$ cat src/design/prqr_pkg.sv
// ----------------------------------------------------------------------------
// prqr_pkg
// Shared types and constants for the paced report queue with retry.
// ----------------------------------------------------------------------------
package prqr_pkg;

   localparam int QUEUE_DEPTH  = 16;
   localparam int PAYLOAD_BITS = 64;
   localparam int PTR_W        = $clog2(QUEUE_DEPTH);

   localparam int CMDQ_DEPTH   = 2;
   localparam int CMDQ_PTR_W   = $clog2(CMDQ_DEPTH);
   localparam int CMDQ_CNT_W   = $clog2(CMDQ_DEPTH + 1);

   localparam int RETRY_GAP_MS = 15;
   localparam int MIN_START_MS = 2;
   localparam int MAX_RAW_LEN  = 8;

   localparam logic [1:0] ACT_ENQUEUE = 2'd0;
   localparam logic [1:0] ACT_TICK    = 2'd1;
   localparam logic [1:0] ACT_CLEAR   = 2'd2;
   localparam logic [1:0] ACT_UNUSED  = 2'd3;

   localparam logic [2:0] RPT_NONE     = 3'd0;
   localparam logic [2:0] RPT_KEYBOARD = 3'd1;
   localparam logic [2:0] RPT_NKRO     = 3'd2;
   localparam logic [2:0] RPT_CONSUMER = 3'd3;
   localparam logic [2:0] RPT_SYSTEM   = 3'd4;
   localparam logic [2:0] RPT_RAW_HID  = 3'd5;

   localparam logic CSR_SEND_INTERVAL = 1'b0;
   localparam logic CSR_RETRY_COUNT   = 1'b1;

   typedef enum logic [1:0] {
      OP_ENQUEUE,
      OP_TICK,
      OP_CLEAR,
      OP_IDLE
   } op_type;

   typedef struct packed {
      logic [3:0]  length;
      logic [15:0] usage;
      logic [2:0]  rtype;
   } meta_type;

   localparam int META_W = $bits(meta_type);
   localparam int SLOT_W = META_W + PAYLOAD_BITS;

   typedef struct packed {
      meta_type                meta;
      logic [PAYLOAD_BITS-1:0] payload;
   } slot_type;

   typedef struct packed {
      op_type   op;
      slot_type slot;
   } cmd_type;

   typedef enum logic {
      ST_FETCH,
      ST_EXEC
   } back_state_type;

endpackage

$ cat src/design/paced_report_queue_with_retry.sv
// ----------------------------------------------------------------------------
// paced_report_queue_with_retry
// Report ring queue with a millisecond paced sender and timed resends.
// ----------------------------------------------------------------------------
//  channel   ports                        direction   transfer
//  req       req_valid / req_stall        in          valid && !stall
//  rsp       rsp_valid / rsp_stall        out         valid && !stall
//  csr       csr_we / csr_index / wdata   in          csr_we
//
//  per item, the fetch state pops the command and starts the ring slot read,
//  and the execution state updates state and loads the result register
//  a two-entry command queue lets up to two items in while the back is busy
//  a stalled result holds the execution stage; reset is synchronous, high
// ----------------------------------------------------------------------------
module paced_report_queue_with_retry
   import prqr_pkg::*;
(
   input  logic        clock,
   input  logic        reset,
   input  logic        csr_we,
   input  logic        csr_index,
   input  logic [7:0]  csr_wdata,
   input  logic        req_valid,
   output logic        req_stall,
   input  logic [1:0]  req_action,
   input  logic [2:0]  req_report_type,
   input  logic [63:0] req_report_payload,
   input  logic [15:0] req_report_usage,
   input  logic [3:0]  req_report_length,
   output logic        rsp_valid,
   input  logic        rsp_stall,
   output logic        rsp_enqueue_accepted,
   output logic        rsp_send_valid,
   output logic [2:0]  rsp_send_type,
   output logic [63:0] rsp_send_payload,
   output logic [15:0] rsp_send_usage,
   output logic [3:0]  rsp_send_length,
   output logic        rsp_queue_empty,
   output logic [7:0]  rsp_retries_left
);

   logic    q_push;
   logic    q_full;
   logic    q_pop;
   logic    q_not_empty;
   cmd_type q_push_data;
   cmd_type q_pop_data;

   prqr_front u_front (
      .req_valid          (req_valid),
      .req_action         (req_action),
      .req_report_type    (req_report_type),
      .req_report_payload (req_report_payload),
      .req_report_usage   (req_report_usage),
      .req_report_length  (req_report_length),
      .q_full             (q_full),
      .req_stall          (req_stall),
      .q_push             (q_push),
      .q_data             (q_push_data)
   );

   prqr_cmdq u_cmdq (
      .clock     (clock),
      .reset     (reset),
      .push      (q_push),
      .push_data (q_push_data),
      .full      (q_full),
      .pop       (q_pop),
      .not_empty (q_not_empty),
      .pop_data  (q_pop_data)
   );

   prqr_back u_back (
      .clock                (clock),
      .reset                (reset),
      .csr_we               (csr_we),
      .csr_index            (csr_index),
      .csr_wdata            (csr_wdata),
      .q_not_empty          (q_not_empty),
      .q_data               (q_pop_data),
      .q_pop                (q_pop),
      .rsp_valid            (rsp_valid),
      .rsp_stall            (rsp_stall),
      .rsp_enqueue_accepted (rsp_enqueue_accepted),
      .rsp_send_valid       (rsp_send_valid),
      .rsp_send_type        (rsp_send_type),
      .rsp_send_payload     (rsp_send_payload),
      .rsp_send_usage       (rsp_send_usage),
      .rsp_send_length      (rsp_send_length),
      .rsp_queue_empty      (rsp_queue_empty),
      .rsp_retries_left     (rsp_retries_left)
   );

endmodule

$ cat src/design/prqr_ram.sv
// ----------------------------------------------------------------------------
// prqr_ram
// Generic single write port RAM with one registered read port.
// ----------------------------------------------------------------------------
module prqr_ram #(
   parameter int WIDTH = 8,
   parameter int DEPTH = 16
) (
   input  logic                     clock,
   input  logic                     wr_en,
   input  logic [$clog2(DEPTH)-1:0] wr_addr,
   input  logic [WIDTH-1:0]         wr_data,
   input  logic [$clog2(DEPTH)-1:0] rd_addr,
   output logic [WIDTH-1:0]         rd_data
);

   logic [WIDTH-1:0] mem_ff [DEPTH];
   logic [WIDTH-1:0] rd_data_ff;

   always_ff @(posedge clock) begin
      if (wr_en) begin
         mem_ff[wr_addr] <= wr_data;
      end
      rd_data_ff <= mem_ff[rd_addr];
   end

   assign rd_data = rd_data_ff;

endmodule

$ cat src/design/prqr_front.sv
// ----------------------------------------------------------------------------
// prqr_front
// Decodes the action of an incoming transfer and normalizes its report fields.
// ----------------------------------------------------------------------------
module prqr_front
   import prqr_pkg::*;
(
   input  logic        req_valid,
   input  logic [1:0]  req_action,
   input  logic [2:0]  req_report_type,
   input  logic [63:0] req_report_payload,
   input  logic [15:0] req_report_usage,
   input  logic [3:0]  req_report_length,
   input  logic        q_full,
   output logic        req_stall,
   output logic        q_push,
   output cmd_type     q_data
);

   always_comb begin
      q_data.slot.payload     = req_report_payload[PAYLOAD_BITS-1:0];
      q_data.slot.meta.rtype  = req_report_type;
      q_data.slot.meta.usage  = req_report_usage;
      // raw length saturates
      if (req_report_length > 4'(MAX_RAW_LEN)) begin
         q_data.slot.meta.length = 4'(MAX_RAW_LEN);
      end else begin
         q_data.slot.meta.length = req_report_length;
      end
      unique case (req_action)
         ACT_ENQUEUE: q_data.op = OP_ENQUEUE;
         ACT_TICK:    q_data.op = OP_TICK;
         ACT_CLEAR:   q_data.op = OP_CLEAR;
         ACT_UNUSED:  q_data.op = OP_IDLE;
      endcase
   end

   assign req_stall = q_full;
   assign q_push    = req_valid && !q_full;

endmodule

$ cat src/design/prqr_cmdq.sv
// ----------------------------------------------------------------------------
// prqr_cmdq
// Short command queue between the front decode and the back execution.
// ----------------------------------------------------------------------------
module prqr_cmdq
   import prqr_pkg::*;
(
   input  logic    clock,
   input  logic    reset,
   input  logic    push,
   input  cmd_type push_data,
   output logic    full,
   input  logic    pop,
   output logic    not_empty,
   output cmd_type pop_data
);

   cmd_type               entry_ff [CMDQ_DEPTH];
   logic [CMDQ_PTR_W-1:0] wr_ptr_ff, wr_ptr_in;
   logic [CMDQ_PTR_W-1:0] rd_ptr_ff, rd_ptr_in;
   logic [CMDQ_CNT_W-1:0] count_ff, count_in;

   assign full      = (count_ff == CMDQ_CNT_W'(CMDQ_DEPTH));
   assign not_empty = (count_ff != '0);
   assign pop_data  = entry_ff[rd_ptr_ff];

   always_comb begin
      wr_ptr_in = wr_ptr_ff;
      rd_ptr_in = rd_ptr_ff;
      count_in  = count_ff;
      if (push) begin
         wr_ptr_in = (wr_ptr_ff == CMDQ_PTR_W'(CMDQ_DEPTH - 1)) ? '0 : wr_ptr_ff + 1'b1;
      end
      if (pop) begin
         rd_ptr_in = (rd_ptr_ff == CMDQ_PTR_W'(CMDQ_DEPTH - 1)) ? '0 : rd_ptr_ff + 1'b1;
      end
      if (push && !pop) begin
         count_in = count_ff + 1'b1;
      end else if (pop && !push) begin
         count_in = count_ff - 1'b1;
      end
   end

   always_ff @(posedge clock) begin
      if (reset) begin
         wr_ptr_ff <= '0;
         rd_ptr_ff <= '0;
         count_ff  <= '0;
      end else begin
         wr_ptr_ff <= wr_ptr_in;
         rd_ptr_ff <= rd_ptr_in;
         count_ff  <= count_in;
      end
   end

   always_ff @(posedge clock) begin
      if (push) begin
         entry_ff[wr_ptr_ff] <= push_data;
      end
   end

endmodule

$ cat src/design/prqr_back.sv
// ----------------------------------------------------------------------------
// prqr_back
// Report ring, millisecond count, paced sender with retry, result register.
// ----------------------------------------------------------------------------
module prqr_back
   import prqr_pkg::*;
(
   input  logic        clock,
   input  logic        reset,
   input  logic        csr_we,
   input  logic        csr_index,
   input  logic [7:0]  csr_wdata,
   input  logic        q_not_empty,
   input  cmd_type     q_data,
   output logic        q_pop,
   output logic        rsp_valid,
   input  logic        rsp_stall,
   output logic        rsp_enqueue_accepted,
   output logic        rsp_send_valid,
   output logic [2:0]  rsp_send_type,
   output logic [63:0] rsp_send_payload,
   output logic [15:0] rsp_send_usage,
   output logic [3:0]  rsp_send_length,
   output logic        rsp_queue_empty,
   output logic [7:0]  rsp_retries_left
);

   back_state_type          state_ff, state_in;
   cmd_type                 cmd_ff, cmd_in;
   logic [7:0]              send_interval_ff, send_interval_in;
   logic [7:0]              retry_count_ff, retry_count_in;
   logic [PTR_W-1:0]        wp_ff, wp_in;
   logic [PTR_W-1:0]        rp_ff, rp_in;
   slot_type                held_ff, held_in;
   logic [7:0]              retry_ff, retry_in;
   logic [31:0]             now_ff, now_in;
   logic [31:0]             last_send_ff, last_send_in;
   logic [31:0]             last_try_ff, last_try_in;

   logic                    rsp_valid_ff, rsp_valid_in;
   logic                    acc_ff, acc_in;
   logic                    svalid_ff, svalid_in;
   logic [2:0]              stype_ff, stype_in;
   logic [63:0]             spay_ff, spay_in;
   logic [15:0]             susage_ff, susage_in;
   logic [3:0]              slen_ff, slen_in;
   logic                    empty_ff, empty_in;
   logic [7:0]              retries_ff, retries_in;

   logic                    ram_we;
   logic [SLOT_W-1:0]       ram_rd_raw;
   slot_type                ram_slot;

   logic                    out_free;
   logic                    is_tick;
   logic                    nonempty;
   logic [31:0]             now_next;
   logic [PTR_W-1:0]        wp_next;
   logic [PTR_W-1:0]        rp_next;
   logic                    send_gate;
   logic                    do_dequeue;
   logic                    do_retry;
   logic                    first_send;
   logic                    pending;
   slot_type                sel_slot;

   prqr_ram #(
      .WIDTH (SLOT_W),
      .DEPTH (QUEUE_DEPTH)
   ) u_slots (
      .clock   (clock),
      .wr_en   (ram_we),
      .wr_addr (wp_ff),
      .wr_data (cmd_ff.slot),
      .rd_addr (rp_ff),
      .rd_data (ram_rd_raw)
   );

   assign ram_slot   = ram_rd_raw;
   assign out_free   = !rsp_valid_ff || !rsp_stall;
   assign is_tick    = (cmd_ff.op == OP_TICK);
   assign nonempty   = (wp_ff != rp_ff);
   assign now_next   = now_ff + 32'd1;
   assign wp_next    = (wp_ff == PTR_W'(QUEUE_DEPTH - 1)) ? '0 : wp_ff + 1'b1;
   assign rp_next    = (rp_ff == PTR_W'(QUEUE_DEPTH - 1)) ? '0 : rp_ff + 1'b1;
   assign send_gate  = is_tick && (nonempty || (retry_ff != '0))
                       && ((now_next - last_send_ff) > 32'(send_interval_ff));
   assign do_dequeue = send_gate && (retry_ff == '0);
   assign do_retry   = send_gate && (retry_ff != '0)
                       && ((now_next - last_try_ff) > 32'(RETRY_GAP_MS));
   assign sel_slot   = do_dequeue ? ram_slot : held_ff;
   assign first_send = do_dequeue && (sel_slot.meta.rtype != RPT_NONE)
                       && (now_next > 32'(MIN_START_MS));
   assign pending    = first_send || do_retry;

   // configuration writes
   always_comb begin
      send_interval_in = send_interval_ff;
      retry_count_in   = retry_count_ff;
      if (csr_we) begin
         unique case (csr_index)
            CSR_SEND_INTERVAL: send_interval_in = csr_wdata;
            CSR_RETRY_COUNT:   retry_count_in   = csr_wdata;
         endcase
      end
   end

   // sent report fields
   always_comb begin
      svalid_in = 1'b0;
      stype_in  = '0;
      spay_in   = '0;
      susage_in = '0;
      slen_in   = '0;
      if (pending) begin
         case (sel_slot.meta.rtype) inside
            RPT_KEYBOARD, RPT_NKRO: begin
               svalid_in = 1'b1;
               stype_in  = sel_slot.meta.rtype;
               spay_in   = 64'(sel_slot.payload);
            end
            RPT_CONSUMER, RPT_SYSTEM: begin
               svalid_in = 1'b1;
               stype_in  = sel_slot.meta.rtype;
               susage_in = sel_slot.meta.usage;
            end
            RPT_RAW_HID: begin
               svalid_in = 1'b1;
               stype_in  = sel_slot.meta.rtype;
               spay_in   = 64'(sel_slot.payload);
               slen_in   = sel_slot.meta.length;
            end
            default: begin
               svalid_in = 1'b0;
            end
         endcase
      end
   end

   always_comb begin
      state_in     = state_ff;
      cmd_in       = cmd_ff;
      q_pop        = 1'b0;
      ram_we       = 1'b0;
      wp_in        = wp_ff;
      rp_in        = rp_ff;
      held_in      = held_ff;
      retry_in     = retry_ff;
      now_in       = now_ff;
      last_send_in = last_send_ff;
      last_try_in  = last_try_ff;
      acc_in       = 1'b0;
      rsp_valid_in = rsp_valid_ff && rsp_stall;
      unique case (state_ff)
         ST_FETCH: begin
            if (q_not_empty) begin
               q_pop    = 1'b1;
               cmd_in   = q_data;
               state_in = ST_EXEC;
            end
         end
         ST_EXEC: begin
            if (out_free) begin
               unique case (cmd_ff.op)
                  OP_ENQUEUE: begin
                     if (wp_next != rp_ff) begin
                        ram_we = 1'b1;
                        wp_in  = wp_next;
                        acc_in = 1'b1;
                     end
                  end
                  OP_TICK: begin
                     now_in = now_next;
                     if (do_dequeue) begin
                        held_in = ram_slot;
                        rp_in   = rp_next;
                     end
                     if (first_send) begin
                        retry_in    = retry_count_ff;
                        last_try_in = now_next;
                     end
                     if (do_retry) begin
                        retry_in    = retry_ff - 8'd1;
                        last_try_in = now_next;
                     end
                     if (pending) begin
                        last_send_in = now_next;
                     end
                  end
                  OP_CLEAR: begin
                     wp_in       = '0;
                     rp_in       = '0;
                     retry_in    = '0;
                     last_try_in = '0;
                     held_in     = '0;
                  end
                  OP_IDLE: begin
                     acc_in = 1'b0;
                  end
               endcase
               rsp_valid_in = 1'b1;
               state_in     = ST_FETCH;
            end
         end
      endcase
      empty_in   = (wp_in == rp_in);
      retries_in = retry_in;
   end

   always_ff @(posedge clock) begin
      if (reset) begin
         state_ff <= ST_FETCH;
      end else begin
         state_ff <= state_in;
      end
   end

   always_ff @(posedge clock) begin
      if (reset) begin
         send_interval_ff <= 8'd8;
         retry_count_ff   <= 8'd3;
         wp_ff            <= '0;
         rp_ff            <= '0;
         held_ff          <= '0;
         retry_ff         <= '0;
         now_ff           <= '0;
         last_send_ff     <= '0;
         last_try_ff      <= '0;
         rsp_valid_ff     <= 1'b0;
      end else begin
         send_interval_ff <= send_interval_in;
         retry_count_ff   <= retry_count_in;
         wp_ff            <= wp_in;
         rp_ff            <= rp_in;
         held_ff          <= held_in;
         retry_ff         <= retry_in;
         now_ff           <= now_in;
         last_send_ff     <= last_send_in;
         last_try_ff      <= last_try_in;
         rsp_valid_ff     <= rsp_valid_in;
      end
   end

   // command and result payload
   always_ff @(posedge clock) begin
      cmd_ff <= cmd_in;
      if (state_ff == ST_EXEC && out_free) begin
         acc_ff     <= acc_in;
         svalid_ff  <= svalid_in;
         stype_ff   <= stype_in;
         spay_ff    <= spay_in;
         susage_ff  <= susage_in;
         slen_ff    <= slen_in;
         empty_ff   <= empty_in;
         retries_ff <= retries_in;
      end
   end

   assign rsp_valid            = rsp_valid_ff;
   assign rsp_enqueue_accepted = acc_ff;
   assign rsp_send_valid       = svalid_ff;
   assign rsp_send_type        = stype_ff;
   assign rsp_send_payload     = spay_ff;
   assign rsp_send_usage       = susage_ff;
   assign rsp_send_length      = slen_ff;
   assign rsp_queue_empty      = empty_ff;
   assign rsp_retries_left     = retries_ff;

endmodule
$ cat config.mk
export PLATFORM = sky130hd
export DESIGN_NAME = paced_report_queue_with_retry
export DESIGN_NICKNAME = d
export VERILOG_FILES = /design/src/design/prqr_pkg.sv /design/src/design/paced_report_queue_with_retry.sv /design/src/design/prqr_ram.sv /design/src/design/prqr_front.sv /design/src/design/prqr_cmdq.sv /design/src/design/prqr_back.sv
export SDC_FILE = /design/constraint.sdc
export NUM_CORES = 2
export LEC_CHECK = 0
export CAP_MARGIN = 20
export CORE_ASPECT_RATIO = 1.2
export CORE_MARGIN = 8
export CORE_UTILIZATION = 50
export CTS_BUF_LIST = sky130_fd_sc_hd__clkbuf_16
export CTS_CLUSTER_SIZE = 12
export DETAILED_ROUTE_END_ITERATION = 12
export DONT_BUFFER_PORTS = 1
export HOLD_SLACK_MARGIN = 0.02
export PLACE_DENSITY_LB_ADDON = 0.15
export RECOVER_POWER = 100
export SLEW_MARGIN = 20
export SYNTH_ARGS = -nofsm -noshare
export SYNTH_HDL_FRONTEND = slang
export SYNTH_SLANG_ARGS = --single-unit
$ cat constraint.sdc
create_clock -name clock -period 9.65 [get_ports clock]
set_input_delay 0.4825 -clock clock [delete_from_list [all_inputs] [get_ports clock]]
set_output_delay 0.4825 -clock clock [all_outputs]
set_load 0.02 [all_outputs]
==> results.tsv <==
stage	metric	value	unit
cts	postCtsResizedCells	0	
timing	fmax	0.116	GHz
timing	hold_viol	0	
logic_synthesis	synth_edf_count	1757	
timing	finalSetupViolCount	0	
worst_setup_path	startpoint_type	register	
worst_setup_path	cpPeakStageDelay	1.17	ns
logic_synthesis	synth.largest_area_cell	edfxtp_1	
floorplanning	die_y	458	um
logic_synthesis	synth_seq_area_share	72.5	%
final_layout	syn_to_final_growth	11.3	%
run	cap_violations	57	
logic_synthesis	synth.distinct_cells	92	
global_route	grt_pass1_vias	42300	
place	dpl_cell_area	83500	um^2
route	wl_per_cell	28.1	um
cts	path_clk_slew	0.06	ns
worst_setup_path	path_class	reg -> reg	
logic_synthesis	syn_avg_cell_area	18.1	um^2
worst_setup_path	worst_ep_required_time	10.37	ns
route	vias	41500	
logic_synthesis	ys_ff_latch	2065	
logic_synthesis	syn_nets	4680	
global_route	grt-ovfl-total	0	
logic_synthesis	yosys.area.top_type_share	64.9	%
final_layout	final_area	90500	um^2
final_layout	drive_gt1_share	16.8	%
worst_setup_path	crit_chain	ha_1, and3_1, nand3_1, or2_0, nor3_1, xor2_1, ha_1, a21o_1, a31oi_1, nor3b_1, a2111oi_0, o2111ai_1, nor4_1, nand4_1, nor4_1, and2_1, nor2_1, o21ai_2, clkbuf_2, a22oi_1, nor2_1	
status	status	complete, but fails checks	
route	drtIter0Drc	3307	
global_route	grt_use_total	22.0	%
status	violations	capacitance limit, slew limit	
worst_setup_path	crit_slowest_cell	o21ai_2	
cts	holdBufCountCts	113	
place	hpwl	107000	um
logic_synthesis	syn_inst	4492	
route	wirelength	195000	um
cts	cts_root_buf	clkbuf_16	
timing	min_period	8.62	ns
floorplanning	dieArea	176000	um^2
global_route	antenna_found_initial	6	
global_route	grt_max_degree	191	
min_path	hp-class	in -> reg	
timing	skew	0.0428	ns
logic_synthesis	ys_warn_count	0	
global_route	grt_pass1_wl	287000	um
timing	finalCritPeriodShare	89.3	%
power	power_density	228	nW/um^2
route	drc	0	
logic_synthesis	synth_async_sr_flop_share	0	%
worst_setup_path	path_delay_family	simple AND/OR/NAND/NOR gates	
cts	tritoncts	done	
timing	relSlewSlack	-186	%
cts	cts.sinks	2065	
power	irDropWorstVdd	0.182	mV
floorplanning	row_count	162	
route	drt_pass1_iterations	6	
final_layout	fillCellCount	12300	
timing	tns	0	ns
logic_synthesis	synth_area_leaders	edfxtp_1, mux4_2, dfxtp_1	
cts	htreeDepth	4	
floorplanning	die_x	384	um
place	gp_congestion	0.895	
worst_setup_path	cp_data_arrival_time	9.33	ns
cts	cts_buffer_depth	3	
floorplanning	fp.coreArea	162000	um^2
logic_synthesis	syn_area	81300	um^2
logic_synthesis	synth_flop_cell	edfxtp_1	
power	p_leak	0.0299	uW
worst_setup_path	cp-end-kind	register	
floorplanning	io_pins	203	
cts	clock_latency	0.83	ns
route	vias_per_cell	5.97	
timing	drv_slew	2168	
cts	numCtsBuffers	203	
floorplanning	initial_utilization	50.2	%
final_layout	finalNetCount	4822	
route	antenna_left	0	
worst_setup_path	critPathMaxFanout	34	
timing	worstMarginPinSlew	4.30	ns
timing	rsz0062_at_grt	no	
place	port_buffers	0	
worst_setup_path	worst-path-buf-inv	1	
cts	cts_setup_buffers	0	
==> report_power, final <==
part           leakage (uW)  internal, uW  switching [uW]
combinational       0.00799           390             879
clock               0.00344          3940            3250
sequential           0.0185         11200             974
total                0.0299         15500            5110
==> layout make-up <==
class                   count  area [um^2]  share of cell area (%)
well taps                2132         2670                    2.95
clock inverters           173          831                   0.918
flip-flops and latches   2065        58900                    65.1
diodes                      5         12.5                  0.0138
multi-input cells        2062        20800                    23.0
repair buffers            181         1580                    1.74
clock buffers             210         5260                    5.81
inverters                 121          455                   0.503
==> kinds of logic (layout without fill, tap and decap cells) <==
group	after synthesis	count (layout)	share of synthesized area [%]
AO/OA/AOI/OAI	523	523	4.43
AND/OR/NAND/NOR	725	725	4.16
flip-flops	2065	2065	72.5
adder cells (fa/ha/maj)	85	85	1.33
XOR/XNOR	101	101	1.10
multiplexers	628	628	14.6
buffers and inverters	365	685	1.95
other	0	5	0
==> synth_stat cells (all sizes together) (61+ instances only) <==
cell,number
dfxtp,308
xor2,61
nor2,288
clkbuf,158
mux4,435
ha,83
nand2,169
buf,86
a21oi,129
a22oi,90
o21ai,72
mux2i,103
edfxtp,1757
mux2,90
inv,121
==> final timing paths <==
kind,startpoint,to,slack [ns],cells after the start
max,u_back.now_ff[0]$_SDFFE_PP0P_,u_back.held_ff[8]$_SDFFE_PP0P_,1.03,21
min,csr_index,u_back.send_interval_ff[4]$_SDFFE_PP0P_,0.13,3
max reg2reg,u_back.now_ff[0]$_SDFFE_PP0P_,u_back.held_ff[8]$_SDFFE_PP0P_,1.03,21
min reg2reg,u_back.send_interval_ff[4]$_SDFFE_PP0P_,u_back.send_interval_ff[4]$_SDFFE_PP0P_,0.46,2
==> tightest hold or removal path, delay by kind of cell <==
family           cells  cell delay (ns)
AND/OR/NAND/NOR      2             0.36
AO/OA/AOI/OAI        1             0.05
==> sequential cells by signal, summed over array words and instances, names as in the netlist, 64 cells and up <==
| name | flops |
|---|---|
| u_back.held_ff | 87 |
| u_back.cmd_ff | 89 |
| u_back.rsp_send_payload | 64 |
| u_cmdq.entry_ff | 178 |
| u_back.u_slots.rd_data | 87 |
| u_back.u_slots.mem_ff | 1392 |
==> layer usage <==
layer | part of all wire (%) | global-route usage [%]
met2 | 50 | 37.3
met3 | 6.0 | 3.98
met5 | 0.0067 | 0
met1 | 41 | 29.4
met4 | 2.4 | 6.03
==> through the flow <==
stage                     worst slack, ns  util, %  hold slack, ns  std cells  total power, uW
after floorplan                     0.975        -           0.433       4492            12700
after global placement               1.63     51.6           0.444       6448            13500
after detailed placement             1.60     51.6           0.446       6448            13600
after CTS                            1.56     56.0          0.0279       6944            20800
after global routing                0.447     55.9           0.140       6946            21300
final                                1.03     55.9           0.132       6949            20600
==> cells in the final DEF, fill, tap and decap left out, types with 18 or more instances in the layout <==
| cell type | n |
|---|---|
| a211oi_1 | 33 |
| o21ai_0 | 64 |
| mux2i_1 | 103 |
| buf_4 | 26 |
| dfxtp_1 | 305 |
| nor3_1 | 50 |
| a21o_1 | 18 |
| nor2_1 | 286 |
| a22oi_1 | 90 |
| nand4_1 | 34 |
| nor4_1 | 21 |
| mux2_1 | 46 |
| clkbuf_16 | 210 |
| mux4_2 | 435 |
| and3_1 | 18 |
| o31ai_1 | 23 |
| nand2_1 | 169 |
| edfxtp_1 | 1757 |
| xnor2_1 | 40 |
| ha_1 | 83 |
| mux2_2 | 44 |
| nand3_1 | 41 |
| dlygate4sd3_1 | 112 |
| xor2_1 | 60 |
| clkbuf_2 | 22 |
| inv_1 | 251 |
| a21oi_1 | 128 |
| or3_1 | 22 |
| clkinv_1 | 19 |
| o211ai_1 | 28 |
Note: power is estimated with default switching activity, not from simulation.
